[src/rtl/query_string_decoder_splitter_defines.svh]
// assertion macros shared by the rtl
`ifndef QUERY_STRING_DECODER_SPLITTER_DEFINES_SVH
`define QUERY_STRING_DECODER_SPLITTER_DEFINES_SVH

// same-cycle implication, checked out of reset
`define QSD_ASSERT_NOW(label, clk, rst, ante, cons, msg) \
   label: assert property (@(posedge clk) disable iff (rst) (ante) |-> (cons)) \
      else $error(msg);

// next-cycle implication, checked out of reset
`define QSD_ASSERT_NEXT(label, clk, rst, ante, cons, msg) \
   label: assert property (@(posedge clk) disable iff (rst) (ante) |=> (cons)) \
      else $error(msg);

`endif

[src/rtl/qsd_pkg.sv]
package qsd_pkg;

   // length limit, positions stop here
   localparam longint unsigned MAX_LENGTH = 65535;
   localparam logic [15:0] POS_LIMIT =
      (MAX_LENGTH < 64'd65535) ? MAX_LENGTH[15:0] : 16'hFFFF;

   // default depth of the queue between front and back
   localparam int unsigned QUEUE_DEPTH_DEFAULT = 4;

   // result kinds
   localparam logic [1:0] KIND_BYTE = 2'd0;
   localparam logic [1:0] KIND_ARG  = 2'd1;
   localparam logic [1:0] KIND_END  = 2'd2;

   // operations handed from front to back
   localparam logic [1:0] OP_DATA = 2'd0;
   localparam logic [1:0] OP_EQ   = 2'd1;
   localparam logic [1:0] OP_AMP  = 2'd2;
   localparam logic [1:0] OP_END  = 2'd3;

   // characters of interest
   localparam logic [7:0] CH_EQ    = 8'h3D;
   localparam logic [7:0] CH_AMP   = 8'h26;
   localparam logic [7:0] CH_PLUS  = 8'h2B;
   localparam logic [7:0] CH_PCT   = 8'h25;
   localparam logic [7:0] CH_SPACE = 8'h20;

   typedef struct packed {
      logic [7:0] raw_byte;
      logic       is_last;
   } req_type;

   typedef struct packed {
      logic [1:0]  kind;
      logic [7:0]  decoded_byte;
      logic [15:0] name_offset;
      logic [15:0] name_size;
      logic [15:0] value_offset;
      logic [15:0] value_size;
      logic [15:0] decoded_length;
      logic        too_long;
      logic        final_of_run;
   } rsp_type;

   typedef struct packed {
      logic [1:0] code;
      logic [7:0] data;
      logic       ends_run;
   } op_type;

endpackage

[src/rtl/qsd_front.sv]
module qsd_front import qsd_pkg::*; (
   input  logic    clock,
   input  logic    reset,
   input  logic    req_valid,
   output logic    req_ready,
   input  req_type req_payload,
   output logic    op_valid,
   input  logic    op_ready,
   output op_type  op_data
);

   typedef struct packed {
      op_type     op;
      logic [1:0] used;
   } head_type;

   logic [7:0] buf_ff [3];
   logic [7:0] buf_in [3];
   logic [1:0] cnt_ff, cnt_in;
   logic       flush_ff, flush_in;
   logic       accept;
   head_type   head_norm, head_flush;

   // bit 4 flags a valid hex digit
   function automatic logic [4:0] hex_nibble(input logic [7:0] c);
      logic [4:0] r;
      r = 5'd0;
      if (c inside {[8'h30:8'h39]}) begin
         r = {1'b1, 4'(c - 8'h30)};
      end else if (c inside {[8'h61:8'h66]}) begin
         r = {1'b1, 4'(c - 8'h57)};
      end else if (c inside {[8'h41:8'h46]}) begin
         r = {1'b1, 4'(c - 8'h37)};
      end
      return r;
   endfunction

   // classify the head of a window of n raw bytes
   function automatic head_type decode_head(input logic [7:0] b0, input logic [7:0] b1,
                                            input logic [7:0] b2, input logic [1:0] n);
      head_type   h;
      logic [4:0] d0;
      logic [4:0] d1;
      d0 = hex_nibble(b1);
      d1 = hex_nibble(b2);
      h.op.code     = OP_DATA;
      h.op.data     = b0;
      h.op.ends_run = 1'b0;
      h.used        = 2'd1;
      case (b0)
         CH_EQ: begin
            h.op.code = OP_EQ;
         end
         CH_AMP: begin
            h.op.code = OP_AMP;
         end
         CH_PLUS: begin
            h.op.data = CH_SPACE;
         end
         CH_PCT: begin
            if (n == 2'd3 && d0[4] && d1[4]) begin
               h.op.data = {d0[3:0], d1[3:0]};
               h.used    = 2'd3;
            end
         end
         default: begin
         end
      endcase
      return h;
   endfunction

   assign head_norm  = decode_head(buf_ff[0], buf_ff[1], req_payload.raw_byte, 2'd3);
   assign head_flush = decode_head(buf_ff[0], buf_ff[1], buf_ff[2], cnt_ff);

   // no new request while the tail of a string drains
   assign req_ready = !flush_ff && op_ready;
   assign accept    = req_valid && req_ready;

   // lookahead window and flush sequencing
   always_comb begin
      buf_in   = buf_ff;
      cnt_in   = cnt_ff;
      flush_in = flush_ff;
      op_valid = 1'b0;
      op_data  = head_norm.op;
      if (flush_ff) begin
         op_valid = 1'b1;
         if (cnt_ff == 2'd0) begin
            op_data.code     = OP_END;
            op_data.data     = 8'd0;
            op_data.ends_run = 1'b1;
            if (op_ready) begin
               flush_in = 1'b0;
            end
         end else begin
            op_data = head_flush.op;
            if (op_ready) begin
               if (head_flush.used == 2'd3) begin
                  cnt_in = 2'd0;
               end else begin
                  buf_in[0] = buf_ff[1];
                  buf_in[1] = buf_ff[2];
                  cnt_in    = cnt_ff - 2'd1;
               end
            end
         end
      end else if (accept) begin
         if (req_payload.is_last) begin
            buf_in[cnt_ff] = req_payload.raw_byte;
            cnt_in         = cnt_ff + 2'd1;
            flush_in       = 1'b1;
         end else if (cnt_ff == 2'd2) begin
            op_valid         = 1'b1;
            op_data.ends_run = 1'b1;
            if (head_norm.used == 2'd3) begin
               cnt_in = 2'd0;
            end else begin
               buf_in[0] = buf_ff[1];
               buf_in[1] = req_payload.raw_byte;
            end
         end else begin
            buf_in[cnt_ff] = req_payload.raw_byte;
            cnt_in         = cnt_ff + 2'd1;
         end
      end
   end

   always_ff @(posedge clock) begin
      if (reset) begin
         cnt_ff   <= 2'd0;
         flush_ff <= 1'b0;
      end else begin
         cnt_ff   <= cnt_in;
         flush_ff <= flush_in;
      end
      buf_ff <= buf_in;
   end

endmodule

[src/rtl/qsd_fifo.sv]
module qsd_fifo import qsd_pkg::*; #(
   parameter int unsigned DEPTH = QUEUE_DEPTH_DEFAULT
) (
   input  logic   clock,
   input  logic   reset,
   input  logic   in_valid,
   output logic   in_ready,
   input  op_type in_data,
   output logic   out_valid,
   input  logic   out_ready,
   output op_type out_data
);

   localparam int unsigned PTR_W = (DEPTH > 1) ? $clog2(DEPTH) : 1;
   localparam int unsigned CNT_W = $clog2(DEPTH + 1);

   op_type           mem_ff [DEPTH];
   logic [PTR_W-1:0] wr_ff, wr_in, rd_ff, rd_in;
   logic [CNT_W-1:0] cnt_ff, cnt_in;
   logic             push, pop;

   assign in_ready  = cnt_ff != CNT_W'(DEPTH);
   assign out_valid = cnt_ff != '0;
   assign out_data  = mem_ff[rd_ff];
   assign push      = in_valid && in_ready;
   assign pop       = out_valid && out_ready;

   // pointer wrap and occupancy
   always_comb begin
      wr_in  = wr_ff;
      rd_in  = rd_ff;
      cnt_in = cnt_ff + CNT_W'(push) - CNT_W'(pop);
      if (push) begin
         wr_in = (wr_ff == PTR_W'(DEPTH - 1)) ? '0 : wr_ff + 1'b1;
      end
      if (pop) begin
         rd_in = (rd_ff == PTR_W'(DEPTH - 1)) ? '0 : rd_ff + 1'b1;
      end
   end

   always_ff @(posedge clock) begin
      if (reset) begin
         wr_ff  <= '0;
         rd_ff  <= '0;
         cnt_ff <= '0;
      end else begin
         wr_ff  <= wr_in;
         rd_ff  <= rd_in;
         cnt_ff <= cnt_in;
      end
      if (push) begin
         mem_ff[wr_ff] <= in_data;
      end
   end

endmodule

[src/rtl/qsd_back.sv]
module qsd_back import qsd_pkg::*; (
   input  logic    clock,
   input  logic    reset,
   input  logic    op_valid,
   output logic    op_ready,
   input  op_type  op_data,
   output logic    rsp_valid,
   input  logic    rsp_ready,
   output rsp_type rsp_payload
);

   logic [15:0] pos_ff, pos_in, piece_ff, piece_in;
   logic [15:0] name_start_ff, name_start_in, held_ff, held_in;
   logic        seen_ff, seen_in, ovf_ff, ovf_in;
   logic        phase_ff, phase_in;
   logic        rsp_valid_ff, rsp_valid_in;
   rsp_type     rsp_ff, rsp_in, rec_ff, rec_in;

   logic        out_free;
   logic        pos_room;
   logic [15:0] pos_step, piece_len;
   logic        piece_live;
   rsp_type     piece_rec, byte_rsp, end_rsp;

   assign out_free  = !rsp_valid_ff || rsp_ready;
   assign rsp_valid = rsp_valid_ff;
   assign rsp_payload = rsp_ff;

   // saturating position advance for one emitted byte
   assign pos_room = pos_ff < POS_LIMIT;
   assign pos_step = pos_room ? pos_ff + 16'd1 : pos_ff;

   // record of the current piece, closed at the current position
   assign piece_len  = (pos_ff >= piece_ff) ? pos_ff - piece_ff : 16'd0;
   assign piece_live = (seen_ff && held_ff != 16'd0) || pos_ff != piece_ff;

   always_comb begin
      piece_rec      = '0;
      piece_rec.kind = KIND_ARG;
      if (seen_ff) begin
         piece_rec.name_offset  = name_start_ff;
         piece_rec.name_size    = held_ff;
         piece_rec.value_offset = piece_ff;
         piece_rec.value_size   = piece_len;
      end else begin
         piece_rec.name_offset  = piece_ff;
         piece_rec.name_size    = piece_len;
         piece_rec.value_offset = piece_ff;
      end
      byte_rsp              = '0;
      byte_rsp.kind         = KIND_BYTE;
      byte_rsp.decoded_byte = op_data.data;
      byte_rsp.final_of_run = op_data.ends_run;
      end_rsp                = '0;
      end_rsp.kind           = KIND_END;
      end_rsp.decoded_length = pos_ff;
      end_rsp.too_long       = ovf_ff;
      end_rsp.final_of_run   = op_data.ends_run;
   end

   // execute the head operation, one result per cycle while the output is free
   always_comb begin
      op_ready      = 1'b0;
      rsp_valid_in  = rsp_valid_ff && !rsp_ready;
      rsp_in        = rsp_ff;
      rec_in        = rec_ff;
      phase_in      = phase_ff;
      pos_in        = pos_ff;
      piece_in      = piece_ff;
      name_start_in = name_start_ff;
      held_in       = held_ff;
      seen_in       = seen_ff;
      ovf_in        = ovf_ff;
      if (op_valid && out_free) begin
         rsp_valid_in = 1'b1;
         case (op_data.code)
            OP_EQ: begin
               rsp_in   = byte_rsp;
               op_ready = 1'b1;
               pos_in   = pos_step;
               ovf_in   = ovf_ff || !pos_room;
               if (!seen_ff) begin
                  name_start_in = piece_ff;
                  held_in       = pos_ff - piece_ff;
                  seen_in       = 1'b1;
                  piece_in      = pos_step;
               end
            end
            OP_AMP: begin
               if (!phase_ff) begin
                  rsp_in              = byte_rsp;
                  rsp_in.final_of_run = op_data.ends_run && !piece_live;
                  rec_in              = piece_rec;
                  pos_in              = pos_step;
                  ovf_in              = ovf_ff || !pos_room;
                  seen_in             = 1'b0;
                  held_in             = 16'd0;
                  name_start_in       = 16'd0;
                  piece_in            = pos_step;
                  if (piece_live) begin
                     phase_in = 1'b1;
                  end else begin
                     op_ready = 1'b1;
                  end
               end else begin
                  rsp_in              = rec_ff;
                  rsp_in.final_of_run = op_data.ends_run;
                  phase_in            = 1'b0;
                  op_ready            = 1'b1;
               end
            end
            OP_END: begin
               if (!phase_ff && piece_live) begin
                  rsp_in   = piece_rec;
                  phase_in = 1'b1;
               end else begin
                  rsp_in        = end_rsp;
                  phase_in      = 1'b0;
                  op_ready      = 1'b1;
                  pos_in        = 16'd0;
                  piece_in      = 16'd0;
                  name_start_in = 16'd0;
                  held_in       = 16'd0;
                  seen_in       = 1'b0;
                  ovf_in        = 1'b0;
               end
            end
            default: begin
               rsp_in   = byte_rsp;
               op_ready = 1'b1;
               pos_in   = pos_step;
               ovf_in   = ovf_ff || !pos_room;
            end
         endcase
      end
   end

   always_ff @(posedge clock) begin
      if (reset) begin
         rsp_valid_ff  <= 1'b0;
         phase_ff      <= 1'b0;
         pos_ff        <= 16'd0;
         piece_ff      <= 16'd0;
         name_start_ff <= 16'd0;
         held_ff       <= 16'd0;
         seen_ff       <= 1'b0;
         ovf_ff        <= 1'b0;
      end else begin
         rsp_valid_ff  <= rsp_valid_in;
         phase_ff      <= phase_in;
         pos_ff        <= pos_in;
         piece_ff      <= piece_in;
         name_start_ff <= name_start_in;
         held_ff       <= held_in;
         seen_ff       <= seen_in;
         ovf_ff        <= ovf_in;
      end
      rsp_ff <= rsp_in;
      rec_ff <= rec_in;
   end

endmodule

[src/rtl/query_string_decoder_splitter.sv]
// URL query string decoder: takes one raw byte per clock and returns the percent-decoded
// byte stream ('+' as space, %XY as one byte, '=' and '&' passed through), an argument
// record after each '&' that closes a non-empty piece, and after the byte flagged is_last
// the record of the last piece and an end record with the decoded length and an overflow
// flag. A byte is decoded once two more bytes have arrived; the front holds that lookahead
// and turns each byte or %XY triple into one operation, which a small queue hands to the
// back, where the positions are kept and one result leaves per clock, when rsp_ready
// allows, through a registered output. Input runs at one byte per clock while req_ready
// is high. Each '&' that closes a piece is followed by its record. After the last byte
// the front drains its lookahead, one operation per clock while the queue has room, and
// takes no request meanwhile; the back then delivers the rest at the same rate.
`include "query_string_decoder_splitter_defines.svh"

module query_string_decoder_splitter import qsd_pkg::*; #(
   parameter int unsigned QUEUE_DEPTH = QUEUE_DEPTH_DEFAULT
) (
   input  logic    clock,
   input  logic    reset,
   input  logic    req_valid,
   output logic    req_ready,
   input  req_type req_payload,
   output logic    rsp_valid,
   input  logic    rsp_ready,
   output rsp_type rsp_payload
);

   logic   push_valid, push_ready;
   op_type push_data;
   logic   pop_valid, pop_ready;
   op_type pop_data;
   logic   push_stall, last_taken, end_shown;

   // lookahead and classification
   qsd_front u_front (
      .clock       (clock),
      .reset       (reset),
      .req_valid   (req_valid),
      .req_ready   (req_ready),
      .req_payload (req_payload),
      .op_valid    (push_valid),
      .op_ready    (push_ready),
      .op_data     (push_data)
   );

   // operation queue
   qsd_fifo #(
      .DEPTH (QUEUE_DEPTH)
   ) u_fifo (
      .clock     (clock),
      .reset     (reset),
      .in_valid  (push_valid),
      .in_ready  (push_ready),
      .in_data   (push_data),
      .out_valid (pop_valid),
      .out_ready (pop_ready),
      .out_data  (pop_data)
   );

   // position tracking and result generation
   qsd_back u_back (
      .clock       (clock),
      .reset       (reset),
      .op_valid    (pop_valid),
      .op_ready    (pop_ready),
      .op_data     (pop_data),
      .rsp_valid   (rsp_valid),
      .rsp_ready   (rsp_ready),
      .rsp_payload (rsp_payload)
   );

   // terms for the checks
   assign push_stall = push_valid && !push_ready;
   assign last_taken = req_valid && req_ready && req_payload.is_last;
   assign end_shown  = rsp_valid && rsp_payload.kind == KIND_END;

   // checks
   `QSD_ASSERT_NEXT(a_push_hold, clock, reset, push_stall, $stable(push_data), "push changed")
   `QSD_ASSERT_NEXT(a_last_stops_intake, clock, reset, last_taken, !req_ready, "drain intake")
   `QSD_ASSERT_NOW(a_end_final, clock, reset, end_shown, rsp_payload.final_of_run, "end early")

endmodule
[config.mk]
export PLATFORM = sky130hd
export DESIGN_NAME = query_string_decoder_splitter
export DESIGN_NICKNAME = d
export VERILOG_FILES = /design/src/rtl/qsd_pkg.sv /design/src/rtl/qsd_front.sv /design/src/rtl/qsd_fifo.sv /design/src/rtl/qsd_back.sv /design/src/rtl/query_string_decoder_splitter.sv
export VERILOG_INCLUDE_DIRS = /design/src /design/src/rtl
export SDC_FILE = /design/constraint.sdc
export NUM_CORES = 1
export LEC_CHECK = 0
export BUFFER_PORTS_ARGS = -buffer_cell sky130_fd_sc_hd__buf_2
export CAP_MARGIN = 20
export CELL_PAD_IN_SITES_DETAIL_PLACEMENT = 0
export CELL_PAD_IN_SITES_GLOBAL_PLACEMENT = 1
export CORE_MARGIN = 2
export CORE_UTILIZATION = 30
export CTS_CLUSTER_DIAMETER = 30
export DETAILED_ROUTE_END_ITERATION = 12
export GPL_ROUTABILITY_DRIVEN = 0
export PLACE_DENSITY = 0.54
export SYNTH_ARGS = -nofsm -noshare
export SYNTH_HDL_FRONTEND = slang
export SYNTH_SLANG_ARGS = --single-unit
[constraint.sdc]
create_clock -name clock -period 8.9 [get_ports clock]
set_clock_uncertainty 0.15 [all_clocks]
set_input_delay 0 -clock clock [delete_from_list [all_inputs] [get_ports clock]]
set_output_delay 0 -clock clock [all_outputs]
set_load 0.01 [all_outputs]
Yosys cells after proc, flatten, opt, wreduce, memory -nomap -nowiden

Memory sizes are Yosys's and may differ from the RTL's. A register that Yosys moved wholly into a read port is not among the register bits.
Cells that the tools add are included.

Multiplexer cells: 88
Bitwise gates (word level): 3
Reductions and logical operators: 45
Add/sub/neg operators: 17
Equality and inequality tests: 24
Order comparisons: 22

Operator list:

| operator                                                          | number |
|---|---|
| two-way mux 16 bit                                                | 15 |
| one-hot mux 92 bit (2 select lines)                               | 1 |
| one-hot mux 16 bit (3 select lines)                               | 3 |
| two-way mux 92 bit                                                | 1 |
| two-way mux 91 bit                                                | 1 |
| greater-or-equal comparator 8 x 7 -> 1 bit, second input constant | 6 |
| less-or-equal comparator 8 x 7 -> 1 bit, second input constant    | 6 |
| two-way mux 24 bit                                                | 2 |
| two-way mux 48 bit                                                | 1 |
| two-way mux 5 bit                                                 | 9 |
| == test 8 x 6 -> 1 bit, second input constant                     | 4 |
| two-way mux 2 bit                                                 | 16 |
| two-way mux 8 bit                                                 | 4 |
| one-hot mux 16 bit (2 select lines)                               | 1 |
| one-hot mux 8 bit (2 select lines)                                | 2 |
| bitwise mux 24 bit                                                | 1 |
| greater-or-equal comparator 8 x 6 -> 1 bit, second input constant | 3 |
| less-or-equal comparator 8 x 6 -> 1 bit, second input constant    | 3 |
| subtractor 4 x 3 -> 4 bit, second input constant                  | 6 |
| two-way mux 1 bit                                                 | 23 |
| logical AND 1 bit                                                 | 22 |
| adder 16 x 1 -> 16 bit, second input constant                     | 1 |
| demux 8 bit (select 2 bit)                                        | 1 |
| == test 2 bit, second input constant                              | 8 |
| 33 further kinds                                                  | 59 |

Memories: 1
Logic and storage cells: 229
Input port bits: 13
Flip-flop bits (word level): 258
Bits in writable memories: 44

Memory list:

| memory        | depth | bits a word | rd ports | clocked after memory_dff | wr ports | RTL line       | text |
|---|---|---|---|---|---|---|---|
| u_fifo.mem_ff | 4     | 11          | 1        | 1                        | 1        | qsd_fifo.sv:17 | `op_type mem_ff [DEPTH];` |

Longest topological paths before layout

Word-level depth: 14
Gate-level depth with buffers: 16

By module

Synthesis repeated with hierarchy kept, for this count alone.

Cells, all modules: 1293
Area, all modules: 14423.8 um2

By module, submodules not included:

| module    | area an instance (um2) | times used | cells an instance |
|---|---|---|---|
| qsd_back  | 10097.2                | 1          | 947 |
| qsd_front | 2259.7                 | 1          | 240 |
| qsd_fifo  | 2067.0                 | 1          | 106 |

Worst setup path after synthesis

OpenSTA, ideal clock, no wires.

Path type: register to register
From: register u_fifo.cnt_ff[1]
To: register u_back.rec_ff[18] (netlist bit) (enable)
Arrival time: 7.313 ns
Buffers on the path: 0
Data required time: 8.185 ns
Period minus slack after synthesis: 8.028 ns
Stages on the path, launching flop included: 6
Setup slack: 0.872 ns
Setup time: 0.565 ns
Path through: dfxtp_1 -> nor3_1 -> a21o_1 -> inv_1 -> nand2_1 -> nor3_1

Cells in the longest elaborated chain, start to end: 3

RTL lines:

| item                                 | RTL line        | text |
|---|---|---|
| start, declared                      | qsd_fifo.sv:19  | `logic [CNT_W-1:0] cnt_ff, cnt_in;` |
| start signal, assigned               | qsd_fifo.sv:49  | `cnt_ff <= cnt_in;` |
| nonzero test 3 bit                   | qsd_fifo.sv:23  | `assign out_valid = cnt_ff != '0;` |
| logical AND 1 bit                    | qsd_back.sv:74  | `if (op_valid && out_free) begin` |
| AND reduction 3 bit (no source line) | --              |  |
| end signal, assigned                 | qsd_back.sv:159 | `rec_ff <= rec_in;` |
| end, declared                        | qsd_back.sv:17  | `rsp_type rsp_ff, rsp_in, rec_ff, rec_in;` |

No other way between the ends.
A chain may end at the register's enable or synchronous reset.

==> run metrics <==
Sink Count=304; drt drc=0; Hold Vio Cnt, Final=0; H-tree levels=3; setup violators final=0; core area=45500 µm²; # Max-Cap Violations=0; CP most frequent cell=nand2b_1; Setup Buffers After CTS=0; critical-path cell list=mux4_2 > and3b_2 > buf_4 > nand2b_1 > a21oi_1 > nand2b_1 > o21ai_0; Syn Nets=1259; routed via count=9807; Synth area leaders=edfxtp_1 49%, dfxtp_1 12%, nand2_1 4.3%, ha_1 3.6%, o21ai_0 2.6%; kind of cell adding the most delay to the critical path=compound AO/OA/AOI/OAI gates; f_max=0.255 GHz; status=complete, no violations; met3 WL=1500 µm; Post-CTS Hold Fix Bufs=15; post-layout util=39.2%; Critical Path Source Type=register; Post-DP HPWL=25100 µm; Slowest cell on crit path=dfxtp_1; hold path start=req_payload[8]; max_slew headroom=31.1%; cell total after placement=1853; Mean Syn Cell Area=11.5 µm²; RSZ-0062 raised after global routing=no; count leader, synth=edfxtp_1; Hold Path Class=input pin to register; CTS tree=done; Crit. End Element=register; asr flop ratio synth=0%; Starting Density=30.4%; Synth Flop Type=edfxtp_1; initial antenna violation count=0; drt wl/cell=18.6 µm; share of layout cells above drive strength 1=19.3%; maximum VDD drop=177 µV; Die Ht=219 µm; final WL=37400 µm; I/O pins=107; clk_lat worst skew=0.60 ns; IO Port Bufs=106; yosys warns=0; Final nets=1404; Min Clock Period, post-route=3.93 ns; crit path kind=register to register; fin crit share=44.1%; metal2 WL=17500 µm; antenna cell count=0; Mapped Area=13800 µm²; met1 wire length=17700 µm; largest net degree at the start of global routing=70; Root Buffer=clkbuf_16; Power per Cell Area=399 nW/µm²; Layout area overhead=28.7%; Pleak=0.00665 µW; GRT Overall Usage=16.0%; Data arrival, critical path=4.23 ns; worst stage delay on the critical path=0.80 ns; hold slack=0.0657 ns; post-cts gate resize count=0; most frequent cells after synthesis=224 x edfxtp_1, 159 x nand2_1, 80 x dfxtp_1; Syn Inst Count=1204; Yosys top cell area share=48.6%; number of CTS-inserted buffers=79; vias in the first global route=9946; Unique masters post-synth=70; #FFs+latches synth=304; initial DRC count=503; Vias/cell=4.87; post-synthesis sequential area ratio=60.2%; clock buffer depth=3; max-slew violations=0; Rows=78; worst slew pin tran=1.03 ns; CP bufs+invs=1; WP data required=9.20 ns; largest fanout on the critical path=67; final instance area=17800 µm²; setup TNS=0 ns; Initial DRT Pass Iterations=4; die area=47900 µm²; biggest area consumer among synthesized cells=edfxtp_1; die width=219 µm; Routed Antenna Nets=0; clk slew on worst S/H paths=0.04 ns; max layer used=met4; total grt overflow=0; non-filler cells, final=2015; dpl cell area=14900 µm²; first-pass GRT wire length=58600 µm; EDFF count, synth=224
## worst paths after layout
| path | slack (ns) | to | depth (start not counted) |
|---|---|---|---|
| hold reg to reg | 0.27 | u_back.rec_ff[45]$_DFFE_PP_ | 0 |
| setup / recovery | 4.97 | u_back.piece_ff[12]$_SDFFE_PP0P_ | 7 |
| hold / removal | 0.07 | register | 2 |
| setup reg to reg | 4.97 | u_back.piece_ff[12]$_SDFFE_PP0P_ | 7 |
## routing by layer
metal | up-vias | global-route usage [%]
li1 | 4767 | -
met1 | 4785 | 21.4
met2 | 200 | 25.4
met3 | 55 | 3.24
met4 | 0 | 6.04
met5 | - | 0
## final cells by class
class / count / area (µm²)
fill: 4503 / 27700
sequential: 304 / 8330
multi-input combinational: 786 / 5020
clock buffer: 91 / 2090
tap: 600 / 751
timing repair buffer: 129 / 748
clock inverter: 56 / 683
inverter: 49 / 186
## sequential cells by signal (all words and copies together) (netlist names), named ones only
name                  flops
u_front.flush_ff          1
u_fifo.cnt_ff             3
u_fifo.mem_ff            44
u_back.rec_ff            64
u_back.pos_ff            16
u_fifo.rd_ff              2
u_back.ovf_ff             1
u_fifo.wr_ff              2
u_back.rsp_payload       92
u_back.phase_ff           1
u_back.rsp_valid          1
u_back.seen_ff            1
u_back.name_start_ff     16
u_back.held_ff           16
u_back.piece_ff          16
u_front.cnt_ff            2
u_front.buf_ff           16
## per-stage QoR
step | total power (µW) | setup slack (ns)
2_1_floorplan | 3540 | 0.872
3_3_place_gp | 4250 | 4.77
3_5_place_dp | 4260 | 4.82
4_1_cts | 7230 | 4.79
5_1_grt | 7500 | 4.69
6_report | 7110 | 4.97
## power breakdown
group	internal, µW	switching, µW	total, µW
Clock	2040	888	2920
Combinational	587	1330	1910
Sequential	2080	197	2270
## logic make-up (layout without fill, tap and decap cells)
kind of cell | count (synthesis) | count (layout) | share of synthesized area (%)
flip-flops | 304 | 304 | 60.2
adder cells (fa/ha/maj) | 42 | 42 | 3.91
buffers and inverters | 114 | 325 | 3.67
AND/OR/NAND/NOR | 379 | 379 | 13.1
multiplexers | 34 | 34 | 3.54
AO/OA/AOI/OAI | 303 | 303 | 13.9
XOR/XNOR | 28 | 28 | 1.77
## cells in the final DEF, fill, tap and decap left out, types with 17 or more instances in the layout
master     instances
nand2_1          159
o21ai_1           40
nor2b_1           19
xnor2_1           20
inv_1             48
a22o_1            34
o31ai_1           24
o21ai_0           72
edfxtp_1         224
nand3_1           25
and2_1            20
ha_1              40
mux2i_1           22
dfxtp_1           79
clkbuf_16         81
buf_2            106
a31oi_1           20
nor3_1            17
nor2_1            67
a21oi_1           52
## worst register-to-register path, delay by kind of cell, from the launching register on
kind            cells  cell delay, ns
compound gates      2            0.93
flops               1            0.80
mux                 1            0.71
simple gates        3            0.88
buf+inv             1            0.31
Power figures use the tool's default switching activity.
